## config.mk

```make
export PLATFORM = sky130hd
export DESIGN_NAME = multilevel_queue_rr_fcfs_scheduler_unit
export DESIGN_NICKNAME = d
export VERILOG_FILES = /design/src/rtl/mlq_sched_pkg.sv /design/src/rtl/mlq_sched_ram.sv /design/src/rtl/multilevel_queue_rr_fcfs_scheduler_unit.sv
export VERILOG_INCLUDE_DIRS = /design/src /design/src/rtl
export SDC_FILE = /design/constraint.sdc
export NUM_CORES = 1
export LEC_CHECK = 0
export ABC_CLOCK_PERIOD_IN_PS = 6400
export CAP_MARGIN = 10
export CELL_PAD_IN_SITES_DETAIL_PLACEMENT = 1
export CELL_PAD_IN_SITES_GLOBAL_PLACEMENT = 2
export CORE_ASPECT_RATIO = 1.4
export CORE_UTILIZATION = 40
export DETAILED_ROUTE_END_ITERATION = 7
export DONT_BUFFER_PORTS = 1
export HOLD_SLACK_MARGIN = 0.06
export PLACE_DENSITY = 0.79
export SKIP_LAST_GASP = 1
export SLEW_MARGIN = 20
export SYNTH_ARGS = -nofsm -noshare
export SYNTH_HDL_FRONTEND = slang
export SYNTH_SLANG_ARGS = --single-unit
export TNS_END_PERCENT = 1
```

## constraint.sdc

```tcl
create_clock -name clk -period 6.4 [get_ports clk]
set_input_delay 1.28 -clock clk [delete_from_list [all_inputs] [get_ports clk]]
set_output_delay 1.28 -clock clk [all_outputs]
set_load 0.02 [all_outputs]
```

## src/rtl/multilevel_queue_rr_fcfs_scheduler_unit_defines.svh

```systemverilog
`ifndef MULTILEVEL_QUEUE_RR_FCFS_SCHEDULER_UNIT_DEFINES_SVH
`define MULTILEVEL_QUEUE_RR_FCFS_SCHEDULER_UNIT_DEFINES_SVH

// same-cycle implication, sampled on clk, off during reset
`define MLQ_ASSERT_IMP(label, ante, cons, msg) \
  label: assert property (@(posedge clk) disable iff (!rst_n) (ante) |-> (cons)) \
    else $error(msg);

// next-cycle implication, sampled on clk, off during reset
`define MLQ_ASSERT_NEXT(label, ante, cons, msg) \
  label: assert property (@(posedge clk) disable iff (!rst_n) (ante) |=> (cons)) \
    else $error(msg);

`endif

```

## src/rtl/mlq_sched_pkg.sv

```systemverilog
package mlq_sched_pkg;

  localparam int BURST_BITS = 16;
  localparam int TIME_BITS  = 22;
  localparam int QUANT_BITS = 16;
  localparam int PIDX_BITS  = 6;

  localparam logic [QUANT_BITS-1:0] QUANT_RESET = QUANT_BITS'(4);

  // apb register map
  localparam logic REG_QUANTUM = 1'b0;

  typedef enum logic {
    CLASS_RR   = 1'b0,
    CLASS_FCFS = 1'b1
  } queue_class_t;

  typedef struct packed {
    logic [BURST_BITS-1:0] burst_time;
    logic                  queue_class;
    logic                  last_process;
  } in_data_t;

  typedef struct packed {
    logic [PIDX_BITS-1:0]  process_index;
    logic [BURST_BITS-1:0] burst_echo;
    logic [TIME_BITS-1:0]  waiting_time;
    logic [TIME_BITS-1:0]  turnaround_time;
    logic                  last_result;
  } out_data_t;

  // one process table entry
  typedef struct packed {
    logic [BURST_BITS-1:0] burst;
    logic [BURST_BITS-1:0] remaining;
    logic                  cls;
    logic [TIME_BITS-1:0]  finish;
  } entry_t;

  typedef enum logic [2:0] {
    ST_IDLE,
    ST_RR_RD,
    ST_RR_WR,
    ST_FC_RD,
    ST_FC_WR,
    ST_EMIT,
    ST_DRAIN
  } sched_state_t;

endpackage

```

## src/rtl/mlq_sched_ram.sv

```systemverilog
module mlq_sched_ram #(
  parameter int WIDTH = 8,
  parameter int DEPTH = 16,
  localparam int AW = (DEPTH > 1) ? $clog2(DEPTH) : 1
) (
  input  logic             clk,
  input  logic             we,
  input  logic [AW-1:0]    waddr,
  input  logic [WIDTH-1:0] wdata,
  input  logic [AW-1:0]    raddr,
  output logic [WIDTH-1:0] rdata
);

  logic [WIDTH-1:0] mem [DEPTH];

  always_ff @(posedge clk) begin
    if (we) begin
      mem[waddr] <= wdata;
    end
    rdata <= mem[raddr];
  end

endmodule

```

## src/rtl/multilevel_queue_rr_fcfs_scheduler_unit.sv

```systemverilog
// Multilevel queue scheduler. Processes are loaded one per cycle while busy is low; the
// load with last_process set closes the set and starts scheduling, during which busy is
// high. The process table sits in one single-port-write RAM, and every scheduling step is a
// read state followed by a modify/write state, so each visit of an entry takes both states.
// Round robin takes ceil(max_rr_burst / quantum) passes over the n entries (at least one pass),
// first come first served takes one pass, then the n results follow without gaps, each
// read through the table RAM and the result register in turn. out_valid marks each result
// for exactly one cycle; the receiver has no way to stall, so it must take every result
// as it appears. busy drops while the last result is still on the outputs, and a new set
// may start loading then. A quantum of 0 behaves as 1.
`include "multilevel_queue_rr_fcfs_scheduler_unit_defines.svh"

module multilevel_queue_rr_fcfs_scheduler_unit #(
  parameter int MAX_PROCESSES = 16
) (
  input  logic                   clk,
  input  logic                   rst_n,
  input  logic                   start,
  output logic                   busy,
  input  mlq_sched_pkg::in_data_t  in_data,
  output logic                   out_valid,
  output mlq_sched_pkg::out_data_t out_data,
  input  logic                   psel,
  input  logic                   penable,
  input  logic                   pwrite,
  input  logic [2:0]             paddr,
  input  logic [31:0]            pwdata,
  output logic [31:0]            prdata,
  output logic                   pready
);

  localparam int AW = (MAX_PROCESSES > 1) ? $clog2(MAX_PROCESSES) : 1;
  localparam int CW = $clog2(MAX_PROCESSES + 1);
  localparam int EW = $bits(mlq_sched_pkg::entry_t);
  localparam int BB = mlq_sched_pkg::BURST_BITS;
  localparam int TB = mlq_sched_pkg::TIME_BITS;
  localparam int QB = mlq_sched_pkg::QUANT_BITS;

  mlq_sched_pkg::sched_state_t state_r, state_nxt;
  logic [QB-1:0]  quantum_r, quantum_nxt;
  logic [CW-1:0]  count_r, count_nxt;
  logic [AW-1:0]  idx_r, idx_nxt;
  logic [TB-1:0]  time_r, time_nxt;
  logic           more_r, more_nxt;
  logic           rd_v_r, rd_v_nxt;
  logic [AW-1:0]  rd_idx_r, rd_idx_nxt;
  logic           out_valid_r, out_valid_nxt;
  mlq_sched_pkg::out_data_t out_data_r, out_data_nxt;

  logic           ram_we;
  logic [AW-1:0]  ram_waddr, ram_raddr;
  logic [EW-1:0]  ram_wdata, ram_rdata;
  mlq_sched_pkg::entry_t rd_entry, wr_entry;

  logic           in_accept, has_room, cfg_wr, idx_last, more_any;
  logic [QB-1:0]  q_eff;
  logic           rr_active, fc_active;
  logic [BB-1:0]  slice, rem_new;
  logic [TB-1:0]  rr_time, fc_time;
  logic [TB-1:0]  tat, wt;

  mlq_sched_ram #(
    .WIDTH(EW),
    .DEPTH(MAX_PROCESSES)
  ) u_table (
    .clk  (clk),
    .we   (ram_we),
    .waddr(ram_waddr),
    .wdata(ram_wdata),
    .raddr(ram_raddr),
    .rdata(ram_rdata)
  );

  assign rd_entry  = mlq_sched_pkg::entry_t'(ram_rdata);
  assign in_accept = start && !busy;
  assign has_room  = (count_r < CW'(MAX_PROCESSES));
  assign cfg_wr    = psel && penable && pwrite && pready;
  assign idx_last  = (CW'(idx_r) == (count_r - CW'(1)));
  assign q_eff     = (quantum_r == '0) ? QB'(1) : quantum_r;

  // round robin turn on the entry just read
  assign rr_active = (rd_entry.cls == mlq_sched_pkg::CLASS_RR) && (rd_entry.remaining != '0);
  assign slice     = (rd_entry.remaining > BB'(q_eff)) ? BB'(q_eff) : rd_entry.remaining;
  assign rem_new   = rd_entry.remaining - slice;
  assign rr_time   = time_r + TB'(slice);
  assign more_any  = more_r || (rr_active && (rem_new != '0));

  assign fc_active = (rd_entry.cls == mlq_sched_pkg::CLASS_FCFS) &&
                     (rd_entry.remaining != '0);
  assign fc_time   = time_r + TB'(rd_entry.remaining);

  // zero-burst processes never ran and report zeros
  assign tat = (rd_entry.burst == '0) ? '0 : rd_entry.finish;
  assign wt  = tat - TB'(rd_entry.burst);

  // next state
  always_comb begin
    state_nxt = state_r;
    case (state_r)
      mlq_sched_pkg::ST_IDLE: begin
        if (in_accept && in_data.last_process) begin
          state_nxt = mlq_sched_pkg::ST_RR_RD;
        end
      end
      mlq_sched_pkg::ST_RR_RD: state_nxt = mlq_sched_pkg::ST_RR_WR;
      mlq_sched_pkg::ST_RR_WR: begin
        if (!idx_last) begin
          state_nxt = mlq_sched_pkg::ST_RR_RD;
        end else if (more_any) begin
          state_nxt = mlq_sched_pkg::ST_RR_RD;
        end else begin
          state_nxt = mlq_sched_pkg::ST_FC_RD;
        end
      end
      mlq_sched_pkg::ST_FC_RD: state_nxt = mlq_sched_pkg::ST_FC_WR;
      mlq_sched_pkg::ST_FC_WR: begin
        state_nxt = idx_last ? mlq_sched_pkg::ST_EMIT : mlq_sched_pkg::ST_FC_RD;
      end
      mlq_sched_pkg::ST_EMIT: begin
        if (idx_last) begin
          state_nxt = mlq_sched_pkg::ST_DRAIN;
        end
      end
      mlq_sched_pkg::ST_DRAIN: state_nxt = mlq_sched_pkg::ST_IDLE;
      default: state_nxt = mlq_sched_pkg::ST_IDLE;
    endcase
  end

  // datapath and memory control
  always_comb begin
    count_nxt     = count_r;
    idx_nxt       = idx_r;
    time_nxt      = time_r;
    more_nxt      = more_r;
    rd_v_nxt      = 1'b0;
    rd_idx_nxt    = rd_idx_r;
    ram_we        = 1'b0;
    ram_waddr     = idx_r;
    ram_raddr     = idx_r;
    wr_entry      = rd_entry;
    quantum_nxt   = quantum_r;

    if (cfg_wr && (paddr[2] == mlq_sched_pkg::REG_QUANTUM)) begin
      quantum_nxt = pwdata[QB-1:0];
    end

    case (state_r)
      mlq_sched_pkg::ST_IDLE: begin
        wr_entry.burst     = in_data.burst_time;
        wr_entry.remaining = in_data.burst_time;
        wr_entry.cls       = in_data.queue_class;
        wr_entry.finish    = '0;
        ram_waddr          = count_r[AW-1:0];
        idx_nxt            = '0;
        more_nxt           = 1'b0;
        if (in_accept && has_room) begin
          ram_we    = 1'b1;
          count_nxt = count_r + CW'(1);
        end
      end
      mlq_sched_pkg::ST_RR_WR: begin
        wr_entry.remaining = rem_new;
        if (rem_new == '0) begin
          wr_entry.finish = rr_time;
        end
        if (rr_active) begin
          ram_we   = 1'b1;
          time_nxt = rr_time;
        end
        if (idx_last) begin
          idx_nxt  = '0;
          more_nxt = 1'b0;
        end else begin
          idx_nxt  = idx_r + AW'(1);
          more_nxt = more_any;
        end
      end
      mlq_sched_pkg::ST_FC_WR: begin
        wr_entry.remaining = '0;
        wr_entry.finish    = fc_time;
        if (fc_active) begin
          ram_we   = 1'b1;
          time_nxt = fc_time;
        end
        idx_nxt = idx_last ? '0 : (idx_r + AW'(1));
      end
      mlq_sched_pkg::ST_EMIT: begin
        rd_v_nxt   = 1'b1;
        rd_idx_nxt = idx_r;
        if (!idx_last) begin
          idx_nxt = idx_r + AW'(1);
        end
      end
      mlq_sched_pkg::ST_DRAIN: begin
        count_nxt = '0;
        time_nxt  = '0;
        idx_nxt   = '0;
      end
      default: begin
      end
    endcase

    ram_wdata = EW'(wr_entry);
  end

  // result register
  always_comb begin
    out_valid_nxt                = rd_v_r;
    out_data_nxt.process_index   = mlq_sched_pkg::PIDX_BITS'(rd_idx_r);
    out_data_nxt.burst_echo      = rd_entry.burst;
    out_data_nxt.waiting_time    = wt;
    out_data_nxt.turnaround_time = tat;
    out_data_nxt.last_result     = (CW'(rd_idx_r) == (count_r - CW'(1)));
  end

  always_ff @(posedge clk) begin
    if (!rst_n) begin
      state_r     <= mlq_sched_pkg::ST_IDLE;
      quantum_r   <= mlq_sched_pkg::QUANT_RESET;
      count_r     <= '0;
      idx_r       <= '0;
      time_r      <= '0;
      more_r      <= 1'b0;
      rd_v_r      <= 1'b0;
      out_valid_r <= 1'b0;
    end else begin
      state_r     <= state_nxt;
      quantum_r   <= quantum_nxt;
      count_r     <= count_nxt;
      idx_r       <= idx_nxt;
      time_r      <= time_nxt;
      more_r      <= more_nxt;
      rd_v_r      <= rd_v_nxt;
      out_valid_r <= out_valid_nxt;
    end
  end

  always_ff @(posedge clk) begin
    rd_idx_r   <= rd_idx_nxt;
    out_data_r <= out_data_nxt;
  end

  assign busy      = (state_r != mlq_sched_pkg::ST_IDLE);
  assign out_valid = out_valid_r;
  assign out_data  = out_data_r;
  assign pready    = 1'b1;
  assign prdata    = (paddr[2] == mlq_sched_pkg::REG_QUANTUM) ? {16'b0, quantum_r} : 32'b0;

  `MLQ_ASSERT_NEXT(a_last_ends_burst, out_valid_r && out_data_r.last_result, !out_valid_r, "result after last")
  `MLQ_ASSERT_NEXT(a_results_contig, out_valid_r && !out_data_r.last_result, out_valid_r, "gap in results")
  `MLQ_ASSERT_IMP(a_first_index, $rose(out_valid_r), out_data_r.process_index == '0, "first result index")
  `MLQ_ASSERT_NEXT(a_last_load_busy, start && !busy && in_data.last_process, busy, "no schedule after last")
  `MLQ_ASSERT_IMP(a_wait_le_tat, out_valid_r, out_data_r.waiting_time <= out_data_r.turnaround_time, "wait above tat")

endmodule
```

==> flow_summary_export.csv <==
group,metric,value,unit
drt,wl_per_cell,29.15,microns
power_and_ir_drop,intPower,0.01171,W
synth,synth-edff-count,884,
power_and_ir_drop,clkPwrFrac,0.383,
drt,drc,0,
placed_design,dp_hpwl,82360,microns
cts,cts.sinks,1057,
sta,slew_viol_final,0,
power_and_ir_drop,peakVddDrop,190.2,uV
sta,maxSlewHeadroom,0.1987,
cts,htreeDepth,3,
setup_path,crit_required,6.78,ns
grt,track_usage,0.2359,
synth,synth_area,44040,sq um
drt,drt_pre_antenna_iters,5,
die,fp.dieArea,111500,sq um
die,core,108800,sq um
cts,ctsResizeCount,1,
grt,grt_pass1_wl,190300,microns
sta,max_freq,161.5,MHz
sta,hold_violations,0,
synth,ys_warn_count,0,
placed_design,gp_congestion,0.8811,
cts,cts_buffer_depth,3,
synth,synth_flop_cell,"edfxtp_1",
power_and_ir_drop,leakage,16.38,nW
final_layout,n_fill_cell,10740,
grt,grt_overflow,0,
placed_design,placed_cells,4324,
cts,cts_made_buffers,96,
min_path,hold_class,"reg2reg",
die,start_util,0.4048,
flow_run,cap_violations,0,
run_status,status,"completed",
die,die_w,282.4,microns
sta,setup_viol,0,
sta,fin_crit,6.193,ns
grt,grt_pass1_vias,27830,
drt,drtIter0Drc,2241,
setup_path,cp.arrival,6.57,ns
sta,rsz0062_at_grt,"true",
setup_path,crit_path_start_kind,"register",
synth,async_reset_ff_frac,0,
die,die_y,394.6,microns
sta,layout_setup_ws,0.2072,ns
drt,vias,26530,
cts,cts_tree,"done",
sta,worst_slew_pin_slew,1.202,ns
synth,syn_avg_cell_area,15.13,sq um
setup_path,path_class,"reg2reg",
final_layout,nets,3119,
drt,avgViaCountPerCell,5.869,
power_and_ir_drop,power.density,314.0,nW/um^2
sta,clock_skew,0.02808,ns
cts,root_buffer,"clkbuf_16",
sta,fin_crit_sh,0.9676,
power_and_ir_drop,swShare,0.2490,
final_layout,drive_gt1_frac,0.1692,
cts,cts_hold_buf,0,
synth,ys_seq_area_frac,0.6814,
synth,syn_inst,2911,
final_layout,final_cells,4521,
grt,grt_start_max_net_pins,133,
synth,synth-seq-cells,1057,
setup_path,worstPathMaxFanout,22,
drt,wl,131800,microns
power_and_ir_drop,p_sw,0.003881,W
setup_path,crit_path_end_kind,"register",
die,num_rows,143,
grt,antenna_found_initial,14,
cts,cts_setup_buffers,0,
final_layout,syn_to_final_growth,12.71,%
drt,ant_nets,0,
power_and_ir_drop,comb_power_share,0.100,
cts,cts.reportedPaths.clkPinSlew,0.07,ns
placed_design,place_ws,-0.01448,ns
synth,yosysUniqueCellTypes,80,
placed_design,placement.io_buffers,0,
cts,clock_latency,0.70,ns
power_and_ir_drop,pwr-share-seq,0.516,
die,ios,161,
[sequential cells by signal, summed over array words and instances (netlist names)]
name	cells
count_r	5
idx_r	4
more_r	1
out_data	65
out_valid	1
out_valid_nxt	1
quantum_r	16
rd_idx_r	4
state_r	3
time_r	22
u_table.mem	880
u_table.rdata	55
[worst paths after layout]
| kind | start | to | slack (ns) | cells after the start |
|---|---|---|---|---|
| hold reg to reg | rd_idx_r[1] | out_data[62] | 0.42 | 0 |
| hold / removal | rd_idx_r[1] | out_data[62] | 0.42 | 0 |
| setup / recovery | quantum_r[14] | u_table.mem[15][14] | 0.21 | 22 |
| setup reg to reg | quantum_r[14] | u_table.mem[15][14] | 0.21 | 22 |
[cell usage in the layout, fill, tap and decap left out, types with 15 or more instances in the layout]
| cell type | Yosys | layout |
|---|---|---|
| dfxtp_1 | 173 | 169 |
| clkbuf_1 | 109 | 22 |
| inv_1 | 75 | 75 |
| nor4_1 | 16 | 16 |
| clkinv_2 | 0 | 15 |
| a221oi_1 | 58 | 58 |
| diode_2 | 0 | 15 |
| a21oi_1 | 130 | 129 |
| a221o_2 | 0 | 18 |
| nor2_1 | 127 | 110 |
| ha_1 | 83 | 83 |
| xor2_1 | 28 | 28 |
| a21boi_0 | 26 | 26 |
| nor3_1 | 33 | 33 |
| and2_1 | 31 | 30 |
| o21ai_0 | 206 | 198 |
| a22oi_1 | 59 | 59 |
| mux4_2 | 110 | 110 |
| conb_1 | 2 | 19 |
| nand2_1 | 183 | 182 |
| edfxtp_1 | 884 | 884 |
| a21o_1 | 16 | 16 |
| nor2_4 | 1 | 18 |
| mux2_2 | 70 | 70 |
| xnor2_1 | 37 | 37 |
| mux2i_1 | 174 | 174 |
| nand3_1 | 16 | 16 |
| clkbuf_16 | 0 | 100 |
| buf_4 | 19 | 103 |
[critical path: stages, from the launching register on]
cell      delay [ns]
dfxtp_1         0.41
inv_1           0.09
ha_1            0.30
and3_1          0.18
nand4_1         0.13
nor3_1          0.30
a211oi_1        0.15
a21oi_1         0.22
buf_4           0.24
nand2_1         0.07
o21ai_1         0.19
ha_1            0.22
inv_1           0.06
fa_1            0.44
a21o_1          0.21
a22o_4          0.26
o31ai_4         0.24
xor2_1          0.26
nand4_1         0.17
or3_1           0.36
or3_1           0.36
o22a_4          0.38
a221o_2         0.61
[synth_stat cells, types with 27 or more instances]
master	count	area (sq um)
edfxtp_1	884	26550
o21ai_0	206	1031
nand2_1	183	686.9
mux2i_1	174	1742
dfxtp_1	173	3463
a21oi_1	130	650.6
nor2_1	127	476.7
mux4_2	110	2477
clkbuf_1	109	409.1
ha_1	83	1039
inv_1	75	281.5
mux2_2	70	788.3
a22oi_1	59	442.9
a221oi_1	58	508.0
xnor2_1	37	324.1
nor3_1	33	165.2
and2_1	31	193.9
xor2_1	28	245.2
buf_1	27	101.4
[power groups by stage]
stage	Sequential [W]	Combinational (W)	Clock [W]
after floorplan	0.00813	0.000998	0
after global placement	0.00818	0.00147	0
after detailed placement	0.00820	0.00153	0
after CTS	0.00805	0.00155	0.00606
after global routing	0.00806	0.00169	0.00628
final	0.00805	0.00156	0.00598
[layout make-up]
type / count / area [sq um] / area share
Clock inverter: 54 / 603.1 / 0.01215
Clock buffer: 127 / 2654 / 0.05346
Multi-Input combinational cell: 1630 / 13250 / 0.2670
Sequential cell: 1057 / 30020 / 0.6048
Antenna cell: 15 / 37.54 / 0.0007562
Timing Repair Buffer: 113 / 973.4 / 0.01961
Inverter: 75 / 281.5 / 0.005671
Tap cell: 1450 / 1814 / 0.03655
[through the flow]
stage	util	hold slack [ns]	TNS (ns)	power, W	area, sq um
after global routing	0.4562	0.4294	-0.4148	0.01604	49620
final	0.4563	0.4206	0	0.01559	49640
after CTS	0.4554	0.4188	-7.774	0.01566	49540
after detailed placement	0.4255	0.4160	-0.2218	0.009733	46280
after floorplan	-	0.3506	0	0.009126	44100
after global placement	0.4255	0.4212	-1.364	0.009654	46280
[cell families after synthesis]
| kind of cell | after synthesis | share of synthesized area |
|---|---|---|
| xor+xnor | 65 | 0.01293 |
| mux | 354 | 0.1137 |
| buf+inv | 241 | 0.02358 |
| other cells | 2 | 0.0001705 |
| simple gates | 490 | 0.05191 |
| fa+ha+maj | 87 | 0.02540 |
| flops | 1057 | 0.6814 |
| compound gates | 615 | 0.09094 |
[routing by layer]
layer,routed length (microns),vias to the layer above,global-route usage
met2,65940,885,0.4010
met3,8122,214,0.04393
met1,53260,14010,0.2962
li1,-,11410,-
met4,4406,10,0.09015
met5,57,-,0
Power figures use the tool's default switching activity.
